`src/hdl/rv32_subset_decode_execute_core_defines.svh`:
```
// ----------------------------------------------------------------------------
// rv32_subset_decode_execute_core_defines
// Assertion macros shared by the RV32 subset decode/execute core.
// ----------------------------------------------------------------------------
`ifndef RV32_SUBSET_DECODE_EXECUTE_CORE_DEFINES_SVH
`define RV32_SUBSET_DECODE_EXECUTE_CORE_DEFINES_SVH

`ifndef SYNTHESIS

// same-cycle implication
`define RV32SDE_ASSERT_IMP(label, clk, rst_n, ante, cons) \
  label: assert property (@(posedge clk) disable iff (!rst_n) (ante) |-> (cons)) \
    else $error("rv32sde assertion failed");

// next-cycle implication
`define RV32SDE_ASSERT_NXT(label, clk, rst_n, ante, cons) \
  label: assert property (@(posedge clk) disable iff (!rst_n) (ante) |=> (cons)) \
    else $error("rv32sde assertion failed");

`else

`define RV32SDE_ASSERT_IMP(label, clk, rst_n, ante, cons)
`define RV32SDE_ASSERT_NXT(label, clk, rst_n, ante, cons)

`endif

`endif

```
`src/hdl/rv32sde_pkg.sv`:
```
// ----------------------------------------------------------------------------
// rv32sde_pkg
// Types, encodings and constants of the RV32 subset decode/execute core.
// ----------------------------------------------------------------------------
package rv32sde_pkg;

  localparam int XLEN    = 32;
  localparam int NREGS   = 32;
  localparam int RIDX_W  = 5;

  localparam logic [XLEN-1:0]   PC_RESET    = 32'h8000_0000;
  localparam logic [XLEN-1:0]   EBREAK_WORD = 32'h0010_0073;
  localparam logic [RIDX_W-1:0] REG_ZERO    = 5'd0;
  localparam logic [RIDX_W-1:0] REG_A0      = 5'd10;

  // item codes
  localparam logic OP_INSTR = 1'b0;
  localparam logic OP_REPLY = 1'b1;

  // result kinds
  localparam logic [2:0] KIND_RETIRED = 3'd0;
  localparam logic [2:0] KIND_STORE   = 3'd1;
  localparam logic [2:0] KIND_LOAD    = 3'd2;
  localparam logic [2:0] KIND_HALT    = 3'd3;
  localparam logic [2:0] KIND_INVALID = 3'd4;

  // access sizes
  localparam logic [2:0] SIZE_NONE = 3'd0;
  localparam logic [2:0] SIZE_BYTE = 3'd1;
  localparam logic [2:0] SIZE_WORD = 3'd4;

  // major opcodes
  localparam logic [6:0] OPC_OP_IMM = 7'b0010011;
  localparam logic [6:0] OPC_JAL    = 7'b1101111;
  localparam logic [6:0] OPC_STORE  = 7'b0100011;
  localparam logic [6:0] OPC_AUIPC  = 7'b0010111;
  localparam logic [6:0] OPC_LOAD   = 7'b0000011;

  // funct3
  localparam logic [2:0] F3_ADDI = 3'b000;
  localparam logic [2:0] F3_SB   = 3'b000;
  localparam logic [2:0] F3_SW   = 3'b010;
  localparam logic [2:0] F3_LBU  = 3'b100;

  typedef struct packed {
    logic [2:0]      kind;
    logic [XLEN-1:0] mem_address;
    logic [XLEN-1:0] store_data;
    logic [2:0]      access_size;
    logic [XLEN-1:0] next_pc;
    logic [XLEN-1:0] halt_code;
  } result_t;

  typedef struct packed {
    logic              emit;
    result_t           res;
    logic              rf_we;
    logic [RIDX_W-1:0] rf_waddr;
    logic [XLEN-1:0]   rf_wdata;
    logic [XLEN-1:0]   pc_nxt;
    logic              halt_set;
    logic              pend_set;
    logic              pend_clr;
  } exec_t;

endpackage

```
`src/hdl/rv32sde_ram.sv`:
```
// ----------------------------------------------------------------------------
// rv32sde_ram
// Generic RAM: one write port, two read ports with registered read data.
// ----------------------------------------------------------------------------
module rv32sde_ram #(
  parameter int WIDTH = 32,
  parameter int DEPTH = 32
) (
  input  logic                     clk,
  input  logic                     we,
  input  logic [$clog2(DEPTH)-1:0] waddr,
  input  logic [WIDTH-1:0]         wdata,
  input  logic                     re,
  input  logic [$clog2(DEPTH)-1:0] raddr_a,
  input  logic [$clog2(DEPTH)-1:0] raddr_b,
  output logic [WIDTH-1:0]         rdata_a,
  output logic [WIDTH-1:0]         rdata_b
);

  logic [WIDTH-1:0] mem [DEPTH];
  logic [WIDTH-1:0] rdata_a_r;
  logic [WIDTH-1:0] rdata_b_r;

  always_ff @(posedge clk) begin
    if (we) begin
      mem[waddr] <= wdata;
    end
    if (re) begin
      rdata_a_r <= mem[raddr_a];
      rdata_b_r <= mem[raddr_b];
    end
  end

  assign rdata_a = rdata_a_r;
  assign rdata_b = rdata_b_r;

endmodule

```
`src/hdl/rv32sde_exec.sv`:
```
// ----------------------------------------------------------------------------
// rv32sde_exec
// Decode and execute of one item: result fields and state updates.
// ----------------------------------------------------------------------------
module rv32sde_exec (
  input  logic                                    op,
  input  logic [rv32sde_pkg::XLEN-1:0]            word,
  input  logic [7:0]                              load_byte,
  input  logic [rv32sde_pkg::XLEN-1:0]            rs1,
  input  logic [rv32sde_pkg::XLEN-1:0]            rs2,
  input  logic [rv32sde_pkg::XLEN-1:0]            a0,
  input  logic [rv32sde_pkg::XLEN-1:0]            pc,
  input  logic                                    halted,
  input  logic                                    load_pending,
  input  logic [rv32sde_pkg::RIDX_W-1:0]          load_dest,
  output rv32sde_pkg::exec_t                      ex
);

  logic [6:0]                           opc;
  logic [2:0]                           f3;
  logic [rv32sde_pkg::RIDX_W-1:0]       rd;
  logic [rv32sde_pkg::XLEN-1:0]         imm_i;
  logic [rv32sde_pkg::XLEN-1:0]         imm_s;
  logic [rv32sde_pkg::XLEN-1:0]         imm_u;
  logic [rv32sde_pkg::XLEN-1:0]         imm_j;
  logic [rv32sde_pkg::XLEN-1:0]         pc_plus4;

  assign opc      = word[6:0];
  assign f3       = word[14:12];
  assign rd       = word[11:7];
  assign imm_i    = {{20{word[31]}}, word[31:20]};
  assign imm_s    = {{20{word[31]}}, word[31:25], word[11:7]};
  assign imm_u    = {word[31:12], 12'b0};
  assign imm_j    = {{11{word[31]}}, word[31], word[19:12], word[20], word[30:21], 1'b0};
  assign pc_plus4 = pc + 32'd4;

  always_comb begin
    ex                 = '0;
    ex.res.kind        = rv32sde_pkg::KIND_RETIRED;
    ex.res.access_size = rv32sde_pkg::SIZE_NONE;
    ex.res.next_pc     = pc;
    ex.pc_nxt          = pc;
    if (halted) begin
      ex.emit          = 1'b1;
      ex.res.kind      = rv32sde_pkg::KIND_HALT;
      ex.res.halt_code = a0;
    end else if (op == rv32sde_pkg::OP_REPLY) begin
      if (load_pending) begin
        ex.emit     = 1'b1;
        ex.rf_we    = (load_dest != rv32sde_pkg::REG_ZERO);
        ex.rf_waddr = load_dest;
        ex.rf_wdata = {24'b0, load_byte};
        ex.pend_clr = 1'b1;
      end
    end else if (!load_pending) begin
      ex.emit     = 1'b1;
      ex.rf_waddr = rd;
      if (opc == rv32sde_pkg::OPC_OP_IMM && f3 == rv32sde_pkg::F3_ADDI) begin
        ex.rf_we       = (rd != rv32sde_pkg::REG_ZERO);
        ex.rf_wdata    = rs1 + imm_i;
        ex.pc_nxt      = pc_plus4;
        ex.res.next_pc = pc_plus4;
      end else if (opc == rv32sde_pkg::OPC_JAL) begin
        ex.rf_we       = (rd != rv32sde_pkg::REG_ZERO);
        ex.rf_wdata    = pc_plus4;
        ex.pc_nxt      = pc + imm_j;
        ex.res.next_pc = pc + imm_j;
      end else if (opc == rv32sde_pkg::OPC_STORE &&
                   (f3 == rv32sde_pkg::F3_SW || f3 == rv32sde_pkg::F3_SB)) begin
        ex.pc_nxt          = pc_plus4;
        ex.res.next_pc     = pc_plus4;
        ex.res.kind        = rv32sde_pkg::KIND_STORE;
        ex.res.mem_address = rs1 + imm_s;
        if (f3 == rv32sde_pkg::F3_SW) begin
          ex.res.store_data  = rs2;
          ex.res.access_size = rv32sde_pkg::SIZE_WORD;
        end else begin
          ex.res.store_data  = {24'b0, rs2[7:0]};
          ex.res.access_size = rv32sde_pkg::SIZE_BYTE;
        end
      end else if (opc == rv32sde_pkg::OPC_AUIPC) begin
        ex.rf_we       = (rd != rv32sde_pkg::REG_ZERO);
        ex.rf_wdata    = pc + imm_u;
        ex.pc_nxt      = pc_plus4;
        ex.res.next_pc = pc_plus4;
      end else if (opc == rv32sde_pkg::OPC_LOAD && f3 == rv32sde_pkg::F3_LBU) begin
        ex.pend_set        = 1'b1;
        ex.pc_nxt          = pc_plus4;
        ex.res.next_pc     = pc_plus4;
        ex.res.kind        = rv32sde_pkg::KIND_LOAD;
        ex.res.mem_address = rs1 + imm_i;
        ex.res.access_size = rv32sde_pkg::SIZE_BYTE;
      end else if (word == rv32sde_pkg::EBREAK_WORD) begin
        ex.halt_set      = 1'b1;
        ex.res.kind      = rv32sde_pkg::KIND_HALT;
        ex.res.halt_code = a0;
      end else begin
        ex.res.kind = rv32sde_pkg::KIND_INVALID;
      end
    end
  end

endmodule

```
`src/hdl/rv32_subset_decode_execute_core.sv`:
```
// ----------------------------------------------------------------------------
// rv32_subset_decode_execute_core
// Executes addi, jal, auipc, lbu, sb, sw and ebreak, one item per transfer.
// ----------------------------------------------------------------------------
// Takes one instruction word or load reply per cycle while in_ready is high
// and gives at most one result, through the input and result registers.
// The register file sits in a RAM with two registered read ports, read while
// the item enters the input register; a write from the execute stage in that
// same cycle is bypassed. Execute runs between the input register and the
// result register; the sustained rate is one item per clock while the result
// side keeps up. Items that cause no result (a reply with no lbu pending, an
// instruction while one is pending) still pass through execute. A cfg_we write
// loads the pc directly and is meant to be made while the block is idle.
// ----------------------------------------------------------------------------
`include "rv32_subset_decode_execute_core_defines.svh"

module rv32_subset_decode_execute_core (
  input  logic        clk,
  input  logic        rst_n,
  input  logic        in_valid,
  output logic        in_ready,
  input  logic        in_opcode,
  input  logic [31:0] in_instr_word,
  input  logic [7:0]  in_load_byte,
  output logic        out_valid,
  input  logic        out_ready,
  output logic [2:0]  out_kind,
  output logic [31:0] out_mem_address,
  output logic [31:0] out_store_data,
  output logic [2:0]  out_access_size,
  output logic [31:0] out_next_pc,
  output logic [31:0] out_halt_code,
  input  logic        cfg_we,
  input  logic [31:0] cfg_wdata
);

  logic                                  in_xfer;
  logic                                  ex_fire;
  logic [rv32sde_pkg::RIDX_W-1:0]        raddr1;
  logic [rv32sde_pkg::RIDX_W-1:0]        raddr2;
  logic [rv32sde_pkg::XLEN-1:0]          rdata1;
  logic [rv32sde_pkg::XLEN-1:0]          rdata2;
  logic [rv32sde_pkg::XLEN-1:0]          rs1;
  logic [rv32sde_pkg::XLEN-1:0]          rs2;
  rv32sde_pkg::exec_t                    ex;

  logic                                  s1_valid_r;
  logic                                  s1_op_r;
  logic [rv32sde_pkg::XLEN-1:0]          s1_word_r;
  logic [7:0]                            s1_byte_r;
  logic                                  s1_byp1_r;
  logic                                  s1_byp2_r;
  logic [rv32sde_pkg::XLEN-1:0]          s1_bypd_r;
  logic                                  s1_v1_r;
  logic                                  s1_v2_r;

  logic [rv32sde_pkg::NREGS-1:0]         rf_vld_r;
  logic [rv32sde_pkg::XLEN-1:0]          a0_r;
  logic [rv32sde_pkg::XLEN-1:0]          pc_r;
  logic                                  halted_r;
  logic                                  pend_r;
  logic [rv32sde_pkg::RIDX_W-1:0]        ld_dest_r;

  logic                                  out_valid_r;
  logic                                  out_valid_nxt;
  rv32sde_pkg::result_t                  out_res_r;

  assign ex_fire  = s1_valid_r && (!out_valid_r || out_ready);
  assign in_ready = !s1_valid_r || ex_fire;
  assign in_xfer  = in_valid && in_ready;
  assign raddr1   = in_instr_word[19:15];
  assign raddr2   = in_instr_word[24:20];

  rv32sde_ram #(
    .WIDTH (rv32sde_pkg::XLEN),
    .DEPTH (rv32sde_pkg::NREGS)
  ) u_rf (
    .clk     (clk),
    .we      (ex_fire && ex.rf_we),
    .waddr   (ex.rf_waddr),
    .wdata   (ex.rf_wdata),
    .re      (in_xfer),
    .raddr_a (raddr1),
    .raddr_b (raddr2),
    .rdata_a (rdata1),
    .rdata_b (rdata2)
  );

  assign rs1 = s1_byp1_r ? s1_bypd_r : (s1_v1_r ? rdata1 : '0);
  assign rs2 = s1_byp2_r ? s1_bypd_r : (s1_v2_r ? rdata2 : '0);

  rv32sde_exec u_exec (
    .op           (s1_op_r),
    .word         (s1_word_r),
    .load_byte    (s1_byte_r),
    .rs1          (rs1),
    .rs2          (rs2),
    .a0           (a0_r),
    .pc           (pc_r),
    .halted       (halted_r),
    .load_pending (pend_r),
    .load_dest    (ld_dest_r),
    .ex           (ex)
  );

  // input register, with operand bypass from the execute write
  always_ff @(posedge clk) begin
    if (!rst_n) begin
      s1_valid_r <= 1'b0;
    end else if (in_ready) begin
      s1_valid_r <= in_valid;
    end
    if (in_xfer) begin
      s1_op_r   <= in_opcode;
      s1_word_r <= in_instr_word;
      s1_byte_r <= in_load_byte;
      s1_byp1_r <= ex_fire && ex.rf_we && (ex.rf_waddr == raddr1);
      s1_byp2_r <= ex_fire && ex.rf_we && (ex.rf_waddr == raddr2);
      s1_bypd_r <= ex.rf_wdata;
      s1_v1_r   <= rf_vld_r[raddr1];
      s1_v2_r   <= rf_vld_r[raddr2];
    end
  end

  // architectural state
  always_ff @(posedge clk) begin
    if (!rst_n) begin
      rf_vld_r  <= '0;
      a0_r      <= '0;
      pc_r      <= rv32sde_pkg::PC_RESET;
      halted_r  <= 1'b0;
      pend_r    <= 1'b0;
      ld_dest_r <= '0;
    end else begin
      if (ex_fire) begin
        if (ex.rf_we) begin
          rf_vld_r[ex.rf_waddr] <= 1'b1;
          if (ex.rf_waddr == rv32sde_pkg::REG_A0) begin
            a0_r <= ex.rf_wdata;
          end
        end
        pc_r <= ex.pc_nxt;
        if (ex.halt_set) begin
          halted_r <= 1'b1;
        end
        if (ex.pend_set) begin
          pend_r    <= 1'b1;
          ld_dest_r <= ex.rf_waddr;
        end else if (ex.pend_clr) begin
          pend_r <= 1'b0;
        end
      end
      if (cfg_we) begin
        pc_r <= cfg_wdata;
      end
    end
  end

  // result register
  always_comb begin
    out_valid_nxt = out_valid_r;
    if (ex_fire) begin
      out_valid_nxt = ex.emit;
    end else if (out_ready) begin
      out_valid_nxt = 1'b0;
    end
  end

  always_ff @(posedge clk) begin
    if (!rst_n) begin
      out_valid_r <= 1'b0;
    end else begin
      out_valid_r <= out_valid_nxt;
    end
    if (ex_fire && ex.emit) begin
      out_res_r <= ex.res;
    end
  end

  assign out_valid       = out_valid_r;
  assign out_kind        = out_res_r.kind;
  assign out_mem_address = out_res_r.mem_address;
  assign out_store_data  = out_res_r.store_data;
  assign out_access_size = out_res_r.access_size;
  assign out_next_pc     = out_res_r.next_pc;
  assign out_halt_code   = out_res_r.halt_code;

  `RV32SDE_ASSERT_NXT(a_drop_no_result, clk, rst_n, ex_fire && !ex.emit, !out_valid_r)
  `RV32SDE_ASSERT_NXT(a_halt_result, clk, rst_n, ex_fire && halted_r,
                      out_valid_r && out_kind == rv32sde_pkg::KIND_HALT)
  `RV32SDE_ASSERT_NXT(a_halt_sticky, clk, rst_n, halted_r, halted_r)
  `RV32SDE_ASSERT_IMP(a_x0_never_written, clk, rst_n, ex_fire && ex.rf_we,
                      ex.rf_waddr != rv32sde_pkg::REG_ZERO)
  `RV32SDE_ASSERT_NXT(a_stall_holds, clk, rst_n, s1_valid_r && !ex_fire,
                      s1_valid_r && $stable(s1_word_r))

endmodule

```
`config.mk`:
```
export PLATFORM = sky130hd
export DESIGN_NAME = rv32_subset_decode_execute_core
export DESIGN_NICKNAME = d
export VERILOG_FILES = /design/src/hdl/rv32sde_pkg.sv /design/src/hdl/rv32sde_ram.sv /design/src/hdl/rv32sde_exec.sv /design/src/hdl/rv32_subset_decode_execute_core.sv
export VERILOG_INCLUDE_DIRS = /design/src /design/src/hdl
export SDC_FILE = /design/constraint.sdc
export NUM_CORES = 2
export LEC_CHECK = 0
export BUFFER_PORTS_ARGS = -buffer_cell sky130_fd_sc_hd__buf_2
export CAP_MARGIN = 0
export CELL_PAD_IN_SITES_DETAIL_PLACEMENT = 1
export CELL_PAD_IN_SITES_GLOBAL_PLACEMENT = 2
export CORE_MARGIN = 5
export CORE_UTILIZATION = 43
export DETAILED_ROUTE_END_ITERATION = 8
export GPL_ROUTABILITY_DRIVEN = 0
export HOLD_SLACK_MARGIN = 0.03
export PLACE_DENSITY = 0.82
export SLEW_MARGIN = 10
export SYNTH_ARGS = -nofsm -noshare
export SYNTH_HDL_FRONTEND = slang
export SYNTH_SLANG_ARGS = --single-unit
```
`constraint.sdc`:
```
create_clock -name clk -period 7.6 [get_ports clk]
set_input_delay 0 -clock clk [delete_from_list [all_inputs] [get_ports clk]]
set_output_delay 0 -clock clk [all_outputs]
set_load 0.01 [all_outputs]
```
==> PnR_summary.wiki <==
{| class="wikitable"
! Metric !! Value
|-
| Clock power share || 0.424
|-
| Number of antenna violations at the first check in global routing || 9
|-
| Comb power frac || 0.076
|-
| Number of synthesized flops with an enable pin || around 1300
|-
| Relative max-transition margin || 0.131
|-
| Synthesized instance count || between 4000 and 5000
|-
| CTS root buf || clkbuf_16
|-
| Critical setup path kind || reg2reg
|-
| Count of routing violations after the opening detailed-route iteration || 5872
|-
| Flop pwr share || 0.500
|-
| Worst skew pair latency || 0.80 ns
|-
| Synthesized area || a little under 70000 sq um
|-
| DRC violations left || 0
|-
| Layout overhead on the synthesized area || 15.1%
|-
| Worst reg-to-reg setup slack || approximately 2.2 ns
|-
| Async set-reset flop share out of synthesis || 0
|-
| Mean post-synth cell area || 16.6 sq um
|-
| Switching portion of total power || 0.236
|-
| Static leakage power || 22.6 nW
|-
| Flip-flop count of the largest register, all copies and words added || 1024
|-
| # H-tree levels || 4
|-
| Height of the chip || ~410 um
|-
| Final max-slew violation count || 0
|-
| Number of sinks driven by the clock tree || 1403
|-
| Wire length after detailed routing || around 240 mm
|-
| All-layer global routing usage || 0.285
|-
| Avg WL per Cell || approximately 36 um
|-
| First-pass GRT wire length || 342 mm
|-
| #FFs+latches synth || around 1400
|-
| Total Die Area || about 170000 sq um
|-
| Top Ports || roughly 210
|-
| Achievable frequency || between 0.15 and 0.2 GHz
|-
| Min Clock Period, post-route || 5.40 ns
|-
| Via count of the first global-routing pass || ~46000
|-
| Port-buffer cells || between 200 and 250
|-
| Starting density of the core || 0.432
|-
| Depth of the worst register-to-register path || 13
|-
| Number of inserted filler cells in the final layout || between 10000 and 15000
|-
| Outcome || complete, no violations
|-
| Top FF cell, synth || edfxtp_1
|-
| Slowest cell on the critical path || a211oi_4
|-
| Proportion of layout cells with a drive suffix above 1 || 0.297
|-
| Hold Path Stages || 2
|-
| Final cycle utilization of the critical path || 0.710
|-
| Largest vdd supply drop || ~0.22 mV
|-
| Worst Clk Skew || around 0.042 ns
|-
| Worst-path fanout max || 34
|-
| Count of final setup violators || 0
|-
| Type of the worst min-delay path || in2reg
|-
| Leading cell type in the layout, fill and taps excluded || edfxtp_1
|-
| Width of the die || a little over 400 um
|-
| Detailed-placement wirelength estimate || 147 mm
|-
| Pin count of the biggest net entering global routing || slightly above 90
|-
| Data arrival time at the worst-slack endpoint || between 6 and 7 ns
|-
| Clock buffer depth || 3
|-
| Total of warnings raised by yosys || 0
|-
| Count of maximum capacitance violations || 0
|-
| Switching power || around 4 mW
|-
| Number of rows created at floorplan || 146
|-
| Via density per instance || between 6 and 7
|-
| Number of routed nets with antenna violations || 0
|-
| Cell Int Power || between 10 and 15 mW
|-
| Critical Path Start Type || flip-flop
|-
| Commonest non-fill, non-tap cells in the layout || edfxtp_1, mux4_2, nand2_1, nor2_1, buf_2
|-
| Clock tree from TritonCTS || yes
|-
| Overall overflow remaining after global route || 0
|-
| Cell Area, Placed || 72200 sq um
|-
| Required time reported for the critical path endpoint || roughly 8.3 ns
|-
| Number of buffers created by CTS || 143
|-
| Slowest stage delay, CP || 1.03 ns
|-
| Setup crit end kind || flip-flop
|-
| Number of endpoints with negative hold slack in the final report || 0
|-
| First drt pass iteration count || 7
|-
| Slew of the pin with the lowest slew margin || 1.30 ns
|-
| Net count, final || 4618
|-
| Power Dens Cells || between 200 and 250 nW/um^2
|-
| CP cell instances || buf_4 > nor2b_4 > a22o_1 > ha_1 > a211oi_1 > o21bai_1 > a21oi_1 > o21a_1 > o21ai_0 > xnor2_1 > a211oi_4 > nand2_1 > a21oi_1
|-
| Proportion of synthesized chip area in sequential cells || 0.602
|-
| Area of the placeable core || 158000 sq um
|-
| Most numerous cell on the critical path || a21oi_1
|-
| Setup Total Neg Slack || 0 ns
|-
| Most flops, register || u_rf.mem
|-
| Via count of the routed design || around 45000
|-
| Final design instance area without fill || between 70000 and 80000 sq um
|-
| Number of unique standard cell types used by synthesis || 87
|-
| Clock transition at path regs || about 0.060 ns
|-
| Number of instances resized during post-cts repair || 0
|-
| RSZ-0062 raised after global routing || false
|}
==> per-stage QoR <==
step | setup slack (ns) | util | total power [mW] | hold slack (ns) | instances
floorplan | 2.64 | - | 9.43 | 0.0989 | 4131
global placement | 2.57 | 0.457 | 9.86 | 0.180 | 6230
detailed placement | 2.32 | 0.457 | 9.87 | 0.179 | 6230
CTS | 2.29 | 0.496 | 17.1 | 0.0411 | 6644
global route | 1.82 | 0.496 | 17.5 | 0.0835 | 6646
finish | 2.20 | 0.497 | 17.0 | 0.0830 | 6648
==> cells by family (layout without fill, tap and decap cells) <==
logic type / after synthesis / in the layout / synth area share
mux: 739 / 739 / 0.231
other cells: 1 / 36 / 0.0000550
buf+inv: 319 / 761 / 0.0183
compound gates: 721 / 721 / 0.0694
fa+ha+maj: 83 / 83 / 0.0157
simple gates: 720 / 720 / 0.0487
flops: 1403 / 1403 / 0.602
xor+xnor: 113 / 113 / 0.0145
==> repair_timing <==
action / in CTS / in global routing
endpoints found under the hold margin: 172 / 0
setup endpoints to repair: 0 / 0
hold buffers: 153 / 0
buffers inserted: 0 / 0
==> path summary, 6_finish.rpt <==
path | from | to
max | s1_byp1_r$_DFFE_PP_ | a0_r[17]$_SDFFE_PN0P_
min reg2reg | a0_r[1]$_SDFFE_PN0P_ | a0_r[1]$_SDFFE_PN0P_
max reg2reg | s1_byp1_r$_DFFE_PP_ | a0_r[17]$_SDFFE_PN0P_
min | in_opcode | s1_op_r$_DFFE_PP_
==> power groups by stage <==
stage	clock network [mW]	logic [mW]	registers, mW
2_1_floorplan	0	0.797	8.64
3_3_place_gp	0	1.19	8.67
3_5_place_dp	0	1.20	8.67
4_1_cts	7.29	1.27	8.51
5_1_grt	7.65	1.35	8.51
6_report	7.21	1.29	8.51
==> per-layer routing <==
metal	track usage	share of wire
met1	0.361	0.36
met2	0.468	0.49
met3	0.0529	0.092
met4	0.151	0.061
met5	0	0.000054
==> area by class of cell <==
class | count | area (sq um) | share of cell area
diodes | 3 | 7.51 | 0.0000957
repair buffers | 475 | 3560 | 0.0454
clock inverters | 86 | 922 | 0.0118
inverters | 25 | 95.1 | 0.00121
multi-input cells | 2409 | 26400 | 0.336
well taps | 2072 | 2590 | 0.0330
flip-flops and latches | 1403 | 41100 | 0.524
clock buffers | 175 | 3800 | 0.0485
==> critical path, delay by kind of cell, from the launching register on <==
| kind | cells | cell delay, ns |
|---|---|---|
| fa+ha+maj | 1 | 0.30 |
| flops | 1 | 0.36 |
| buf+inv | 1 | 0.27 |
| simple gates | 2 | 0.89 |
| xor+xnor | 1 | 0.23 |
| compound gates | 8 | 3.21 |
==> Yosys cell counts (35+ instances only) <==
library cell / n / area share
a211oi_1: 35 / 0.0039
mux4_2: 660 / 0.22
xor2_1: 47 / 0.0060
dfxtp_1: 105 / 0.031
ha_1: 79 / 0.014
mux2_2: 72 / 0.012
edfxtp_1: 1298 / 0.57
a21oi_1: 188 / 0.014
xnor2_1: 66 / 0.0085
a22oi_1: 66 / 0.0073
nor2b_1: 43 / 0.0039
a21o_1: 42 / 0.0046
nand3_1: 43 / 0.0032
nor3_1: 36 / 0.0026
o21ai_0: 140 / 0.010
nand2_1: 215 / 0.012
buf_1: 48 / 0.0026
o21a_1: 37 / 0.0041
clkbuf_1: 226 / 0.012
a22o_1: 45 / 0.0058
nor2_1: 261 / 0.014
No activity file was read; power rests on OpenSTA's default activity.
